## config.mk

```make
export PLATFORM = sky130hd
export DESIGN_NAME = bitmap_first_fit_frame_allocator_flat
export DESIGN_NICKNAME = d
export VERILOG_FILES = /design/src/rtl/bffa_pkg.sv /design/src/rtl/bffa_if.sv /design/src/rtl/bitmap_first_fit_frame_allocator.sv /design/src/rtl/bffa_ctrl.sv /design/src/rtl/bffa_dp.sv /design/src/flat_wrapper.sv
export VERILOG_INCLUDE_DIRS = /design/src /design/src/rtl
export SDC_FILE = /design/constraint.sdc
export NUM_CORES = 2
export LEC_CHECK = 0
export BUFFER_PORTS_ARGS = -buffer_cell sky130_fd_sc_hd__buf_2
export CAP_MARGIN = 20
export CORE_MARGIN = 10
export CORE_UTILIZATION = 63
export DETAILED_ROUTE_END_ITERATION = 7
export GPL_TIMING_DRIVEN = 0
export PLACE_DENSITY = 0.92
export REMOVE_ABC_BUFFERS = 1
export SYNTH_ARGS = -nofsm -noshare
export SYNTH_HDL_FRONTEND = slang
export SYNTH_SLANG_ARGS = --single-unit
```

## constraint.sdc

```tcl
create_clock -name clk -period 8.2 [get_ports clk]
set_input_delay 0.82 -clock clk [delete_from_list [all_inputs] [get_ports clk]]
set_output_delay 0.82 -clock clk [all_outputs]
set_load 0.02 [all_outputs]
```

## src/rtl/bitmap_first_fit_frame_allocator_macros.svh

```systemverilog
// assertion macros shared by the allocator modules
// no dependencies
`ifndef BITMAP_FIRST_FIT_FRAME_ALLOCATOR_MACROS_SVH
`define BITMAP_FIRST_FIT_FRAME_ALLOCATOR_MACROS_SVH
// implication checked every clock outside reset
`define BFA_ASSERT_IMP(label, clk, rst, a, c) \
  label: assert property (@(posedge clk) disable iff (rst) (a) |-> (c)) \
    else $error("assertion failed");
// next-cycle implication
`define BFA_ASSERT_NXT(label, clk, rst, a, c) \
  label: assert property (@(posedge clk) disable iff (rst) (a) |=> (c)) \
    else $error("assertion failed");
`endif

```

## src/rtl/bffa_pkg.sv

```systemverilog
// package for the frame allocator: request and status codes, controller states
// no dependencies
package bffa_pkg;
  localparam int NUM_FRAMES_DEF    = 256;
  localparam int NUM_PROCESSES_DEF = 16;

  typedef enum logic [1:0] {
    REQ_ALLOC     = 2'd0,
    REQ_FREE_PROC = 2'd1,
    REQ_FREE_ONE  = 2'd2,
    REQ_NONE      = 2'd3
  } req_t;

  typedef enum logic [2:0] {
    ST_OK        = 3'd0,
    ST_ZERO_LEN  = 3'd1,
    ST_NO_FIT    = 3'd2,
    ST_UNUSED    = 3'd3,
    ST_NOT_OWNED = 3'd4
  } status_t;

  typedef enum logic [3:0] {
    S_IDLE, S_FIND, S_MARK, S_FPROC, S_FONE_RD, S_FONE, S_STATS, S_DIV_LOAD, S_DIV,
    S_OUT
  } state_t;

  // controller to datapath
  typedef struct packed {
    logic load;
    logic find_start;
    logic find_step;
    logic mark_step;
    logic fproc_step;
    logic fone_rd;
    logic fone_do;
    logic stats_start;
    logic stats_step;
    logic div_start;
    logic div_step;
    logic scan_clear;
  } cmd_t;

  // datapath to controller
  typedef struct packed {
    logic    scan_last;
    logic    found;
    logic    mark_last;
    logic    div_last;
    logic    fone_used;
    logic    early_err;
    status_t early_status;
    req_t    kind;
  } sts_t;
endpackage

```

## src/rtl/bffa_if.sv

```systemverilog
// valid/ready channel interfaces for request and result beats
// depends on nothing
interface bffa_req_if;
  logic       valid;
  logic       ready;
  logic [1:0] req_type;
  logic [3:0] process_id;
  logic [8:0] block_count;
  logic [7:0] frame_index;
  modport source (output valid, req_type, process_id, block_count, frame_index,
                  input ready);
  modport sink   (input valid, req_type, process_id, block_count, frame_index,
                  output ready);
endinterface

interface bffa_rsp_if;
  logic        valid;
  logic        ready;
  logic [2:0]  status;
  logic [7:0]  start_frame;
  logic [8:0]  used_frames;
  logic [8:0]  free_frames;
  logic [8:0]  largest_free_run;
  logic [7:0]  free_run_count;
  logic [7:0]  external_waste;
  logic [15:0] fragmentation_q16;
  logic [31:0] total_allocations;
  logic [31:0] total_releases;
  logic [8:0]  process_frames;
  logic [7:0]  process_start;
  modport source (output valid, status, start_frame, used_frames, free_frames,
                  largest_free_run, free_run_count, external_waste,
                  fragmentation_q16, total_allocations, total_releases,
                  process_frames, process_start, input ready);
  modport sink   (input valid, status, start_frame, used_frames, free_frames,
                  largest_free_run, free_run_count, external_waste,
                  fragmentation_q16, total_allocations, total_releases,
                  process_frames, process_start, output ready);
endinterface

```

## src/rtl/bitmap_first_fit_frame_allocator.sv

```systemverilog
// top level of the bitmap first-fit frame allocator
// depends on bffa_pkg, bffa_if, bffa_ctrl, bffa_dp
//
// channel | dir | beat
// req     | in  | req_type, process_id, block_count, frame_index
// rsp     | out | status, counts, fragmentation, process figures
//
// one request at a time; frame scans visit one frame a cycle. allocate: find scan
// to the first fitting run, then mark pass over it; a failed fit scans to the last
// frame. free-process: release scan of all frames. free-frame: one frame read.
// rejected or unknown requests do none of these. all then run a statistics scan over
// all frames, a divide load, a serial divide and the output state.
// reset clears the used map and counters at once; a stalled result blocks input.
module bitmap_first_fit_frame_allocator #(
  parameter int NUM_FRAMES    = bffa_pkg::NUM_FRAMES_DEF,
  parameter int NUM_PROCESSES = bffa_pkg::NUM_PROCESSES_DEF
) (
  input logic      clk,
  input logic      rst,
  bffa_req_if.sink   req,
  bffa_rsp_if.source rsp
);
  import bffa_pkg::*;

  cmd_t cmd;
  sts_t sts;

  // controller sequences the scans, datapath holds the maps, tables and counters
  bffa_ctrl u_ctrl (
    .clk, .rst,
    .in_valid (req.valid), .in_ready (req.ready),
    .out_valid(rsp.valid), .out_ready(rsp.ready),
    .cmd, .sts
  );

  bffa_dp #(.NUM_FRAMES(NUM_FRAMES), .NUM_PROCESSES(NUM_PROCESSES)) u_dp (
    .clk, .rst,
    .req_type(req.req_type), .process_id(req.process_id),
    .block_count(req.block_count), .frame_index(req.frame_index),
    .cmd, .sts,
    .status(rsp.status), .start_frame(rsp.start_frame),
    .used_frames(rsp.used_frames), .free_frames(rsp.free_frames),
    .largest_free_run(rsp.largest_free_run), .free_run_count(rsp.free_run_count),
    .external_waste(rsp.external_waste), .fragmentation_q16(rsp.fragmentation_q16),
    .total_allocations(rsp.total_allocations), .total_releases(rsp.total_releases),
    .process_frames(rsp.process_frames), .process_start(rsp.process_start)
  );
endmodule

```

## src/rtl/bffa_ctrl.sv

```systemverilog
// controller state machine for the frame allocator
// depends on bffa_pkg and the macros header
`include "bitmap_first_fit_frame_allocator_macros.svh"
module bffa_ctrl (
  input  logic           clk,
  input  logic           rst,
  input  logic           in_valid,
  output logic           in_ready,
  output logic           out_valid,
  input  logic           out_ready,
  output bffa_pkg::cmd_t cmd,
  input  bffa_pkg::sts_t sts
);
  import bffa_pkg::*;

  state_t state, state_next;

  always_ff @(posedge clk) begin
    if (rst) state <= S_IDLE;
    else     state <= state_next;
  end

  always_comb begin
    state_next = state;
    cmd = '0;
    in_ready = (state == S_IDLE);
    out_valid = (state == S_OUT);
    case (state)
      S_IDLE: if (in_valid) begin
        cmd.load = 1'b1;
        // dispatch happens next cycle once the request is latched
        state_next = S_FIND;
      end
      S_FIND: begin
        if (sts.early_err || sts.kind == REQ_NONE) begin
          cmd.stats_start = 1'b1;
          state_next = S_STATS;
        end else if (sts.kind == REQ_ALLOC) begin
          cmd.find_step = 1'b1;
          if (sts.found) begin
            cmd.scan_clear = 1'b1;
            state_next = S_MARK;
          end else if (sts.scan_last) begin
            cmd.stats_start = 1'b1;
            state_next = S_STATS;
          end
        end else if (sts.kind == REQ_FREE_PROC) begin
          cmd.fproc_step = 1'b1;
          if (sts.scan_last) begin
            cmd.stats_start = 1'b1;
            state_next = S_STATS;
          end
        end else begin
          cmd.fone_rd = 1'b1;
          state_next = S_FONE;
        end
      end
      S_MARK: begin
        cmd.mark_step = 1'b1;
        if (sts.mark_last) begin
          cmd.stats_start = 1'b1;
          state_next = S_STATS;
        end
      end
      S_FONE: begin
        cmd.fone_do = 1'b1;
        cmd.stats_start = 1'b1;
        state_next = S_STATS;
      end
      S_STATS: begin
        cmd.stats_step = 1'b1;
        if (sts.scan_last) state_next = S_DIV_LOAD;
      end
      S_DIV_LOAD: begin
        // statistics of the last frame are registered by now
        cmd.div_start = 1'b1;
        state_next = S_DIV;
      end
      S_DIV: begin
        cmd.div_step = 1'b1;
        if (sts.div_last) state_next = S_OUT;
      end
      S_OUT: if (out_ready) state_next = S_IDLE;
      default: state_next = S_IDLE;
    endcase
  end

  `BFA_ASSERT_NXT(a_out_hold, clk, rst, out_valid && !out_ready, out_valid)
  `BFA_ASSERT_IMP(a_no_overlap, clk, rst, in_ready, !out_valid)
  `BFA_ASSERT_NXT(a_load_leaves_idle, clk, rst, cmd.load, !in_ready)
endmodule

```

## src/rtl/bffa_dp.sv

```systemverilog
// datapath: frame map, owner memory, process tables, counters, statistics, divider
// depends on bffa_pkg and the macros header
`include "bitmap_first_fit_frame_allocator_macros.svh"
module bffa_dp #(
  parameter int NUM_FRAMES    = bffa_pkg::NUM_FRAMES_DEF,
  parameter int NUM_PROCESSES = bffa_pkg::NUM_PROCESSES_DEF
) (
  input  logic           clk,
  input  logic           rst,
  input  logic [1:0]     req_type,
  input  logic [3:0]     process_id,
  input  logic [8:0]     block_count,
  input  logic [7:0]     frame_index,
  input  bffa_pkg::cmd_t cmd,
  output bffa_pkg::sts_t sts,
  output logic [2:0]     status,
  output logic [7:0]     start_frame,
  output logic [8:0]     used_frames,
  output logic [8:0]     free_frames,
  output logic [8:0]     largest_free_run,
  output logic [7:0]     free_run_count,
  output logic [7:0]     external_waste,
  output logic [15:0]    fragmentation_q16,
  output logic [31:0]    total_allocations,
  output logic [31:0]    total_releases,
  output logic [8:0]     process_frames,
  output logic [7:0]     process_start
);
  import bffa_pkg::*;

  localparam int FW = $clog2(NUM_FRAMES);
  localparam int CW = FW + 1;
  localparam int PW = $clog2(NUM_PROCESSES);

  // used bits in flip-flops, reset at once; owner kept beside them
  logic [NUM_FRAMES-1:0] used;
  logic [PW-1:0]         owner [NUM_FRAMES];
  logic [CW-1:0]         pcount [NUM_PROCESSES];
  logic [FW-1:0]         pstart [NUM_PROCESSES];
  logic [CW-1:0]         used_cnt;
  logic [31:0]           alloc_cnt, rel_cnt;

  // latched request
  req_t        kind;
  logic [3:0]  pid;
  logic [8:0]  need;
  logic [7:0]  fidx;
  logic        pid_ok, fidx_ok;
  status_t     st;
  logic [FW-1:0] start_q;

  // scan state
  logic [FW-1:0] idx, idx_next;
  logic [PW-1:0] owner_q;
  logic [CW-1:0] run, begin_q, nfree, largest, cur, freed;
  logic [8:0]    runs;
  logic          in_run;
  logic [PW-1:0] fone_owner;
  logic          fone_used_q;

  // divider
  logic [CW-1:0] div_d;
  logic [CW:0]   rem;
  logic [15:0]   quo;
  logic [4:0]    div_cnt;

  logic [PW-1:0] pidx;
  logic          scan_last;
  logic [CW-1:0] run_inc;
  logic [CW-1:0] waste;
  logic [CW:0]   rem_sh;
  logic          own_hit;

  assign pidx      = pid[PW-1:0];
  assign scan_last = (idx == FW'(NUM_FRAMES - 1));
  assign run_inc   = run + 1'b1;
  assign waste     = nfree - largest;
  assign rem_sh    = {rem[CW-1:0], 1'b0};
  // owner_q holds the owner of frame idx, registered from owner[idx_next] alongside idx
  assign own_hit   = used[idx] && owner_q == pidx;

  // scan pointer: restart, rewind to the found run, or step
  always_comb begin
    idx_next = idx;
    if (cmd.load || cmd.stats_start) idx_next = '0;
    else if (cmd.scan_clear) idx_next = (run == '0) ? idx : begin_q[FW-1:0];
    else if (cmd.find_step || cmd.mark_step || cmd.fproc_step || cmd.stats_step)
      idx_next = idx + 1'b1;
  end

  always_comb begin
    sts.scan_last    = scan_last;
    sts.found        = !used[idx] && (run_inc >= CW'(need));
    sts.mark_last    = (idx == FW'(CW'(begin_q) + CW'(need) - 1'b1));
    sts.div_last     = (div_cnt == 5'd15);
    sts.fone_used    = fone_used_q;
    sts.early_err    = 1'b0;
    sts.early_status = ST_OK;
    if (kind == REQ_ALLOC && need == 9'd0) begin
      sts.early_err = 1'b1; sts.early_status = ST_ZERO_LEN;
    end else if (kind == REQ_ALLOC && (!pid_ok || 10'(need) > 10'(NUM_FRAMES))) begin
      sts.early_err = 1'b1; sts.early_status = ST_NO_FIT;
    end else if (kind == REQ_FREE_PROC && !pid_ok) begin
      sts.early_err = 1'b1; sts.early_status = ST_NOT_OWNED;
    end else if (kind == REQ_FREE_ONE && !fidx_ok) begin
      sts.early_err = 1'b1; sts.early_status = ST_UNUSED;
    end
    sts.kind = kind;
  end

  always_ff @(posedge clk) begin
    if (rst) begin
      used <= '0;
      used_cnt <= '0;
      alloc_cnt <= '0;
      rel_cnt <= '0;
      for (int p = 0; p < NUM_PROCESSES; p++) begin
        pcount[p] <= '0;
        pstart[p] <= '0;
      end
    end else begin
      if (cmd.mark_step) begin
        used[idx]  <= 1'b1;
        owner[idx] <= pidx;
        if (sts.mark_last) begin
          used_cnt  <= used_cnt + CW'(need);
          alloc_cnt <= alloc_cnt + 1'b1;
          pcount[pidx] <= pcount[pidx] + CW'(need);
          if (pstart[pidx] == '0 && pcount[pidx] == '0) pstart[pidx] <= begin_q[FW-1:0];
        end
      end
      if (cmd.fproc_step) begin
        if (own_hit) used[idx] <= 1'b0;
        if (scan_last && (freed != '0 || own_hit)) begin
          used_cnt <= used_cnt - (freed + CW'(own_hit));
          rel_cnt  <= rel_cnt + 32'(freed + CW'(own_hit));
          pcount[pidx] <= '0;
          pstart[pidx] <= '0;
        end
      end
      if (cmd.fone_do && fone_used_q) begin
        used[fidx[FW-1:0]] <= 1'b0;
        used_cnt <= used_cnt - 1'b1;
        rel_cnt  <= rel_cnt + 1'b1;
        if (pcount[fone_owner] != '0) pcount[fone_owner] <= pcount[fone_owner] - 1'b1;
      end
    end
  end

  always_ff @(posedge clk) begin
    idx     <= idx_next;
    owner_q <= owner[idx_next];
    if (cmd.load) begin
      kind    <= req_t'(req_type);
      pid     <= process_id;
      need    <= block_count;
      fidx    <= frame_index;
      pid_ok  <= 32'(process_id) < NUM_PROCESSES;
      fidx_ok <= 32'(frame_index) < NUM_FRAMES;
      st      <= ST_OK;
      start_q <= '0;
      run     <= '0;
      freed   <= '0;
    end
    if (cmd.find_step) begin
      if (used[idx]) run <= '0;
      else begin
        run <= run_inc;
        if (run == '0) begin_q <= CW'(idx);
      end
      if (sts.found) start_q <= (run == '0) ? idx : begin_q[FW-1:0];
      else if (scan_last) st <= ST_NO_FIT;
    end
    if (cmd.fproc_step) begin
      if (own_hit) freed <= freed + 1'b1;
      if (scan_last && freed == '0 && !own_hit) st <= ST_NOT_OWNED;
    end
    if (cmd.fone_rd) begin
      fone_used_q <= used[fidx[FW-1:0]];
      fone_owner  <= owner[fidx[FW-1:0]];
    end
    if (cmd.fone_do && !fone_used_q) st <= ST_UNUSED;
    if (cmd.stats_start) begin
      if (sts.early_err) st <= sts.early_status;
      nfree <= '0; largest <= '0; cur <= '0; runs <= '0; in_run <= 1'b0;
    end
    if (cmd.stats_step) begin
      if (!used[idx]) begin
        nfree <= nfree + 1'b1;
        cur <= cur + 1'b1;
        if (!in_run) runs <= runs + 1'b1;
        in_run <= 1'b1;
        if (cur + 1'b1 > largest) largest <= cur + 1'b1;
      end else begin
        cur <= '0; in_run <= 1'b0;
      end
    end
    if (cmd.div_start) begin
      div_d <= nfree; rem <= {1'b0, waste}; quo <= '0; div_cnt <= '0;
    end
    if (cmd.div_step) begin
      // restoring divide of waste<<16 by free count, one quotient bit per cycle
      if (rem_sh >= {1'b0, div_d}) begin
        rem <= rem_sh - {1'b0, div_d};
        quo <= {quo[14:0], 1'b1};
      end else begin
        rem <= rem_sh;
        quo <= {quo[14:0], 1'b0};
      end
      div_cnt <= div_cnt + 1'b1;
    end
  end

  // waste < nfree whenever a frame is free, so the remainder starts at waste
  // and sixteen zero bits shifted in give a quotient below 2^16
  assign status            = st;
  assign start_frame       = (st == ST_OK && kind == REQ_ALLOC) ? 8'(start_q) : 8'd0;
  assign used_frames       = 9'(used_cnt);
  assign free_frames       = 9'(nfree);
  assign largest_free_run  = 9'(largest);
  assign free_run_count    = 8'(runs);
  assign external_waste    = 8'(waste);
  assign fragmentation_q16 = (nfree == '0) ? 16'd0 : quo;
  assign total_allocations = alloc_cnt;
  assign total_releases    = rel_cnt;
  assign process_frames    = pid_ok ? 9'(pcount[pidx]) : 9'd0;
  assign process_start     = pid_ok ? 8'(pstart[pidx]) : 8'd0;

  `BFA_ASSERT_IMP(a_used_le, clk, rst, 1'b1, used_cnt <= CW'(NUM_FRAMES))
  `BFA_ASSERT_IMP(a_largest_le, clk, rst, cmd.div_step, largest <= nfree)
  `BFA_ASSERT_NXT(a_alloc_inc, clk, rst, cmd.mark_step && sts.mark_last,
                  alloc_cnt == $past(alloc_cnt) + 1)
endmodule

```

## src/flat_wrapper.sv

```systemverilog
// flat-port wrapper written by rule: the top's interface ports become plain ports
module bitmap_first_fit_frame_allocator_flat import bffa_pkg::*;
#(
  parameter int NUM_FRAMES    = bffa_pkg::NUM_FRAMES_DEF,
  parameter int NUM_PROCESSES = bffa_pkg::NUM_PROCESSES_DEF
)
  (clk, rst, req_valid, req_req_type, req_process_id, req_block_count, req_frame_index, req_ready, rsp_valid, rsp_status, rsp_start_frame, rsp_used_frames, rsp_free_frames, rsp_largest_free_run, rsp_free_run_count, rsp_external_waste, rsp_fragmentation_q16, rsp_total_allocations, rsp_total_releases, rsp_process_frames, rsp_process_start, rsp_ready);
  bffa_req_if req_i ();
  bffa_rsp_if rsp_i ();
  input logic clk;
  input logic rst;
  input wire logic [$bits(req_i.valid)-1:0] req_valid;
  input wire logic [$bits(req_i.req_type)-1:0] req_req_type;
  input wire logic [$bits(req_i.process_id)-1:0] req_process_id;
  input wire logic [$bits(req_i.block_count)-1:0] req_block_count;
  input wire logic [$bits(req_i.frame_index)-1:0] req_frame_index;
  output wire logic [$bits(req_i.ready)-1:0] req_ready;
  output wire logic [$bits(rsp_i.valid)-1:0] rsp_valid;
  output wire logic [$bits(rsp_i.status)-1:0] rsp_status;
  output wire logic [$bits(rsp_i.start_frame)-1:0] rsp_start_frame;
  output wire logic [$bits(rsp_i.used_frames)-1:0] rsp_used_frames;
  output wire logic [$bits(rsp_i.free_frames)-1:0] rsp_free_frames;
  output wire logic [$bits(rsp_i.largest_free_run)-1:0] rsp_largest_free_run;
  output wire logic [$bits(rsp_i.free_run_count)-1:0] rsp_free_run_count;
  output wire logic [$bits(rsp_i.external_waste)-1:0] rsp_external_waste;
  output wire logic [$bits(rsp_i.fragmentation_q16)-1:0] rsp_fragmentation_q16;
  output wire logic [$bits(rsp_i.total_allocations)-1:0] rsp_total_allocations;
  output wire logic [$bits(rsp_i.total_releases)-1:0] rsp_total_releases;
  output wire logic [$bits(rsp_i.process_frames)-1:0] rsp_process_frames;
  output wire logic [$bits(rsp_i.process_start)-1:0] rsp_process_start;
  input wire logic [$bits(rsp_i.ready)-1:0] rsp_ready;
  assign req_i.valid = req_valid;
  assign req_i.req_type = req_req_type;
  assign req_i.process_id = req_process_id;
  assign req_i.block_count = req_block_count;
  assign req_i.frame_index = req_frame_index;
  assign req_ready = req_i.ready;
  assign rsp_valid = rsp_i.valid;
  assign rsp_status = rsp_i.status;
  assign rsp_start_frame = rsp_i.start_frame;
  assign rsp_used_frames = rsp_i.used_frames;
  assign rsp_free_frames = rsp_i.free_frames;
  assign rsp_largest_free_run = rsp_i.largest_free_run;
  assign rsp_free_run_count = rsp_i.free_run_count;
  assign rsp_external_waste = rsp_i.external_waste;
  assign rsp_fragmentation_q16 = rsp_i.fragmentation_q16;
  assign rsp_total_allocations = rsp_i.total_allocations;
  assign rsp_total_releases = rsp_i.total_releases;
  assign rsp_process_frames = rsp_i.process_frames;
  assign rsp_process_start = rsp_i.process_start;
  assign rsp_i.ready = rsp_ready;
  bitmap_first_fit_frame_allocator #(.NUM_FRAMES(NUM_FRAMES), .NUM_PROCESSES(NUM_PROCESSES)) u_core (.clk(clk), .rst(rst), .req(req_i), .rsp(rsp_i));
endmodule
```

==> results of run 1 <==
[per-stage QoR]
step | utilization | hold WS (ns) | setup slack (ns) | TNS (ns)
floorplan | - | 0.4353 | -5.786 | -1005.30
detailed placement | 0.6697 | 0.4552 | -0.7964 | -4.051
CTS | 0.7105 | 0.1279 | 0.01320 | 0
global placement | 0.6372 | 0.4495 | -14.89 | -5078.41
[cell families after synthesis]
logic type,share of synthesized area
multiplexers,0.1907
AND/OR/NAND/NOR,0.1141
flip-flops,0.5476
XOR/XNOR,0.01295
buffers and inverters,0.03443
adder cells (fa/ha/maj),0.01634
AO/OA/AOI/OAI,0.08389
[repair_timing]
action | in CTS
endpoints found under the setup margin | 71
buffers inserted | 4
pin swaps | 1
gates resized for setup | 4
[layer usage]
layer	GRT usage	GRT overflow
met3	0.4922	10
met1	0.5340	6
met2	0.6959	55
met5	0.3304	4
met4	0.4743	52
==> PnR_summary.wiki, run 1 <==
{| class="wikitable"
! Metric !! Value
|-
| Share of synthesized area occupied by flip-flops and latches || 0.5476
|-
| # IOs || 180
|-
| Instance area after placement || 95970 µm²
|-
| Clock buffer depth || 3
|-
| Library cell used as clock root buffer || sky130_fd_sc_hd__clkbuf_16
|-
| Initial standard-cell utilization of the core || 0.6326
|-
| DIE HEIGHT || 399.3 µm
|-
| Status || stopped before the end
|-
| Clock sinks || 1785
|-
| # hold bufs at CTS || 0
|-
| Count leader, synth || sky130_fd_sc_hd__edfxtp_1
|-
| Buffers on Ports || 179
|-
| Cell count after placement || 8918
|-
| Post-synthesis cell area || 90660 µm²
|-
| Largest net degree at the start of global routing || 135
|-
| Last worst endpoint in the global-route repair_timing || u_core.u_dp.owner_q[3]$_DFF_P_/D
|-
| Commonest cells post-synth || 1390 x sky130_fd_sc_hd__edfxtp_1, 790 x sky130_fd_sc_hd__nor2_1, 604 x sky130_fd_sc_hd__nand2_1
|-
| Count of flip-flops with a built-in enable after synthesis || 1390
|-
| Die X || 399.3 µm
|-
| Stage where the flow stopped || global routing (5_1_grt)
|-
| Std-Cell Rows || 139
|-
| Grt ovf || 127
|-
| FFs w/ async S/R, synth || 0
|-
| Dominant cell type by area after synthesis || sky130_fd_sc_hd__edfxtp_1
|-
| Gate count of the mapped netlist || 7183
|-
| Post-synthesis register bit count || 1785
|-
| Synth warnings || 0
|-
| Share of the synthesized area in the top cell type || 0.4604
|-
| Netlist cell types || 83
|-
| Worst endpoint pin kind || sequential cell input
|-
| First logged error message || [ERROR GRT-0232] Routing congestion too high. Check the congestion heatmap in the GUI.
|-
| HPWL after detailed placement || 215.0 mm
|-
| Tot GR Track Use || 0.5580
|-
| Syn Area/Cell || 12.62 µm²
|-
| Synth Flop Type || sky130_fd_sc_hd__edfxtp_1
|-
| Number of clock buffers inserted by TritonCTS || 175
|-
| Main area contributors after synthesis || sky130_fd_sc_hd__edfxtp_1 46%, sky130_fd_sc_hd__mux4_2 14%, sky130_fd_sc_hd__dfxtp_1 8.7%
|-
| GPL Wtd Cong || 1.038
|-
| Number of H-tree branching levels || 4
|}
==> inputs of run 2 (changes only) <==
CORE_UTILIZATION = 40   (was 63)
PLACE_DENSITY = unset   (was 0.92)
PLACE_DENSITY_LB_ADDON = 0.15   (was unset)
==> run 2 against run 1 <==
  * The run now ends clean
  * Area after synthesis stayed put
  * Synthesized cell count unchanged
==> PnR_summary.wiki, run 2 <==
{| class="wikitable"
! Metric !! Value
|-
| Status || finished clean (was stopped before the end)
|-
| Largest net degree at the start of global routing || 148
|-
| Min Tclk post-route || 8.095 ns
|-
| Post-synthesis cell area || 90660 µm² (unchanged)
|-
| Grt ovf || 0
|-
| Number of antenna violations at the first check in global routing || 14
|-
| Tot GR Track Use || 0.2605
|-
| Total detailed-routing wirelength || 330.8 mm
|-
| Netlist cell types || 83 (unchanged)
|-
| Clock sinks || 1785 (unchanged)
|-
| CP Data Arrival Time || 8.62 ns
|-
| Path category of the worst min-delay check || input port to register
|-
| Number of H-tree branching levels || 4 (unchanged)
|-
| Clock-pin slew on the worst setup and hold paths || 0.07 ns
|-
| Number of global-route vias before repair || 64450
|-
| Required time worst endpoint || 8.72 ns
|-
| Post-synthesis register bit count || 1785 (unchanged)
|-
| Setup slack of the critical path after layout || 0.1048 ns
|-
| Largest registers ranked by flip-flop count || u_core.u_dp.owner: 1024 flops, u_core.u_dp.used: 256 flops, u_core.u_dp.pcount: 144 flops
|-
| # IOs || 180 (unchanged)
|-
| Std-Cell Rows || 174 (was 139)
|-
| Gate count of the mapped netlist || 7183 (unchanged)
|-
| Commonest cells post-synth || 1390 x sky130_fd_sc_hd__edfxtp_1, 790 x sky130_fd_sc_hd__nor2_1, 604 x sky130_fd_sc_hd__nand2_1 (unchanged)
|-
| Die X || 496.1 µm (was 399.3 µm)
|-
| Endpoint kind of the worst setup timing path || register
|-
| Fill cell count || 19840
|-
| Synth Flop Type || sky130_fd_sc_hd__edfxtp_1 (unchanged)
|-
| Layout overhead on the synthesized area || 15.87%
|-
| Share of synthesized area occupied by flip-flops and latches || 0.5476 (unchanged)
|-
| Buffers on Ports || 179 (unchanged)
|-
| Max-slew violation count || 0
|-
| Worst Path Max Fanout || 10
|-
| Detailed Routing Iterations Pass 1 || 8
|-
| Number of nets in the final layout || 7403
|-
| TritonCTS clock tree || built
|-
| Fmax || 0.1235 GHz
|-
| Clock latency reported for the late side of the worst-skew pair || 0.89 ns
|-
| Vias || 66400
|-
| Most frequent standard cell in the layout excluding fill and tap cells || sky130_fd_sc_hd__edfxtp_1
|-
| Layout cell share with drive strength beyond 1 || 0.1873
|-
| Count leader, synth || sky130_fd_sc_hd__edfxtp_1 (unchanged)
|-
| DRC violation total after the first TritonRoute iteration || 8741
|-
| Post-Place Worst Slack || -0.4392 ns (was -0.7964 ns)
|-
| # Max-Cap Violations || 0
|-
| Flip-flop count of the largest register, all copies and words added || 1024
|-
| DIE HEIGHT || 496.1 µm (was 399.3 µm)
|-
| GPL Wtd Cong || 0.9116 (was 1.038)
|-
| Number of setup violations in the final report || 0
|-
| Main area contributors after synthesis || sky130_fd_sc_hd__edfxtp_1 46%, sky130_fd_sc_hd__mux4_2 14%, sky130_fd_sc_hd__dfxtp_1 8.7% (unchanged)
|-
| Synth warnings || 0 (unchanged)
|-
| Post-DR wirelength/cell || 31.71 µm
|-
| Final TNS setup || 0 ns
|-
| Kind of start point of the critical path || register
|-
| Clock buffer depth || 3 (unchanged)
|-
| FFs w/ async S/R, synth || 0 (unchanged)
|-
| Max-slew headroom at the worst pin || 0.1326
|-
| Clk_skew || 0.06152 ns
|-
| First-pass GRT wire length || 470.0 mm
|-
| Period utilisation layout || 0.9872
|-
| Average vias per placed instance || 6.365
|-
| Library cell used as clock root buffer || sky130_fd_sc_hd__clkbuf_16 (unchanged)
|-
| Post-layout total power || 30.44 mW
|-
| Hold violation count in the final report || 0
|-
| DR DRC count || 0
|-
| Syn Area/Cell || 12.62 µm² (unchanged)
|-
| Core ar. || 225100 µm²
|-
| Maximum vdd drop || 0.0003509 V
|-
| Total power divided by cell area || 289.8 nW/µm²
|-
| Initial standard-cell utilization of the core || 0.4027 (was 0.6326)
|-
| Fin util || 0.4666
|-
| Number of clock buffers inserted by TritonCTS || 198 (was 175)
|-
| Die area || 246100 µm²
|-
| Dominant cell type by area after synthesis || sky130_fd_sc_hd__edfxtp_1 (unchanged)
|-
| Largest Register || u_core.u_dp.owner
|-
| Most frequent cells in the layout || 1390 x sky130_fd_sc_hd__edfxtp_1, 787 x sky130_fd_sc_hd__nor2_1, 597 x sky130_fd_sc_hd__nand2_1, 580 x sky130_fd_sc_hd__mux4_2, 388 x sky130_fd_sc_hd__dfxtp_1
|-
| Antenna-violating nets left || 0
|-
| Transition time at the pin with the least slew margin || 1.289 ns
|-
| HPWL after detailed placement || 228.6 mm (was 215.0 mm)
|-
| Worst setup path class || register to register
|-
| Count of flip-flops with a built-in enable after synthesis || 1390 (unchanged)
|-
| Static leakage || 36.80 nW
|-
| Setup repair after global routing missed its margin || no
|-
| Share of the synthesized area in the top cell type || 0.4604 (unchanged)
|}
==> run 2: through the flow <==
stage / hold WS, ns / area (µm²) / instances
5_1_grt: 0.09340 / 105000 / 10420
3_3_place_gp: 0.4541 / 92680 / 9812
6_report: 0.1168 / 105000 / 10430
4_1_cts: 0.06442 / 104900 / 10410
3_5_place_dp: 0.4718 / 98430 / 10040
2_1_floorplan: 0.4353 / 88040 / 6641
==> run 2: kinds of logic (layout without fill, tap and decap cells) <==
family | Yosys count | in the layout | share of synthesized area
flops | 1785 | 1785 | 0.5476
mux | 983 | 983 | 0.1907
other cells | 0 | 10 | 0
buf+inv | 676 | 922 | 0.03443
xor+xnor | 134 | 134 | 0.01295
simple gates | 2257 | 2258 | 0.1141
compound gates | 1235 | 1235 | 0.08389
fa+ha+maj | 113 | 113 | 0.01634
==> run 2: repair_timing <==
action / CTS / global route
hold endpoints to repair: 0 / 0
cloned: 0 / 1
pin swaps: 0 / 2
gates resized for setup: 6 / 3
buffers inserted: 0 / 5
endpoints found under the setup margin: 4 / 31
hold buffers: 0 / 0
==> run 2: cell type report <==
cell class,count,area (µm²),share of cell area
clock inverters,107,1146,0.01091
multi-input cells,4723,38280,0.3644
flip-flops and latches,1785,49670,0.4728
inverters,134,533.0,0.005074
diodes,10,25.02,0.0002382
repair buffers,421,6399,0.06092
well taps,2992,3744,0.03564
clock buffers,260,5248,0.04996
==> run 2: layer usage <==
| layer | wire (µm) | share of wire | GRT usage |
|---|---|---|---|
| met1 | 130400 | 0.39 | 0.3451 |
| met2 | 150100 | 0.45 | 0.4042 |
| met3 | 31140 | 0.094 | 0.05588 |
| met4 | 19070 | 0.058 | 0.1333 |
| met5 | 27 | 0.000082 | 0 |
==> run 2: worst paths after layout <==
check / from / cells past startpoint / slack [ns] / to
max: u_core.u_dp.idx[3] / 14 / 0.10 / u_core.u_dp.pstart[12][7]
min: req_req_type[0] / 1 / 0.12 / u_core.u_dp.kind[0]
max reg2reg: u_core.u_dp.idx[3] / 14 / 0.10 / u_core.u_dp.pstart[12][7]
min reg2reg: u_core.u_dp.start_q[0] / 2 / 0.48 / u_core.u_dp.start_q[0]
==> run 2: report_power, final <==
part	switching, mW	internal [mW]	total, mW	leakage, nW
Combinational	6.49	4.43	10.9	17.6
Clock	3.85	5.11	8.96	3.09
Sequential	0.329	10.2	10.6	16.1
==> run 2: critical path, stage by stage, from the launching register on <==
cell and delay, ns:
sky130_fd_sc_hd__dfxtp_1 0.68, sky130_fd_sc_hd__nand2_1 0.74, sky130_fd_sc_hd__a21oi_1 0.50, sky130_fd_sc_hd__nor4b_2 0.11, sky130_fd_sc_hd__a211oi_2 0.79, sky130_fd_sc_hd__nor3b_1 0.23
sky130_fd_sc_hd__a31oi_1 0.83, sky130_fd_sc_hd__nand2_1 0.55, sky130_fd_sc_hd__and3_1 0.36, sky130_fd_sc_hd__nor2_1 0.57, sky130_fd_sc_hd__buf_6 0.24, sky130_fd_sc_hd__o21ai_0 0.27
sky130_fd_sc_hd__nor3_1 0.82, sky130_fd_sc_hd__nand3_1 0.52, sky130_fd_sc_hd__nand2_1 0.48
Power figures use the tool's default switching activity.
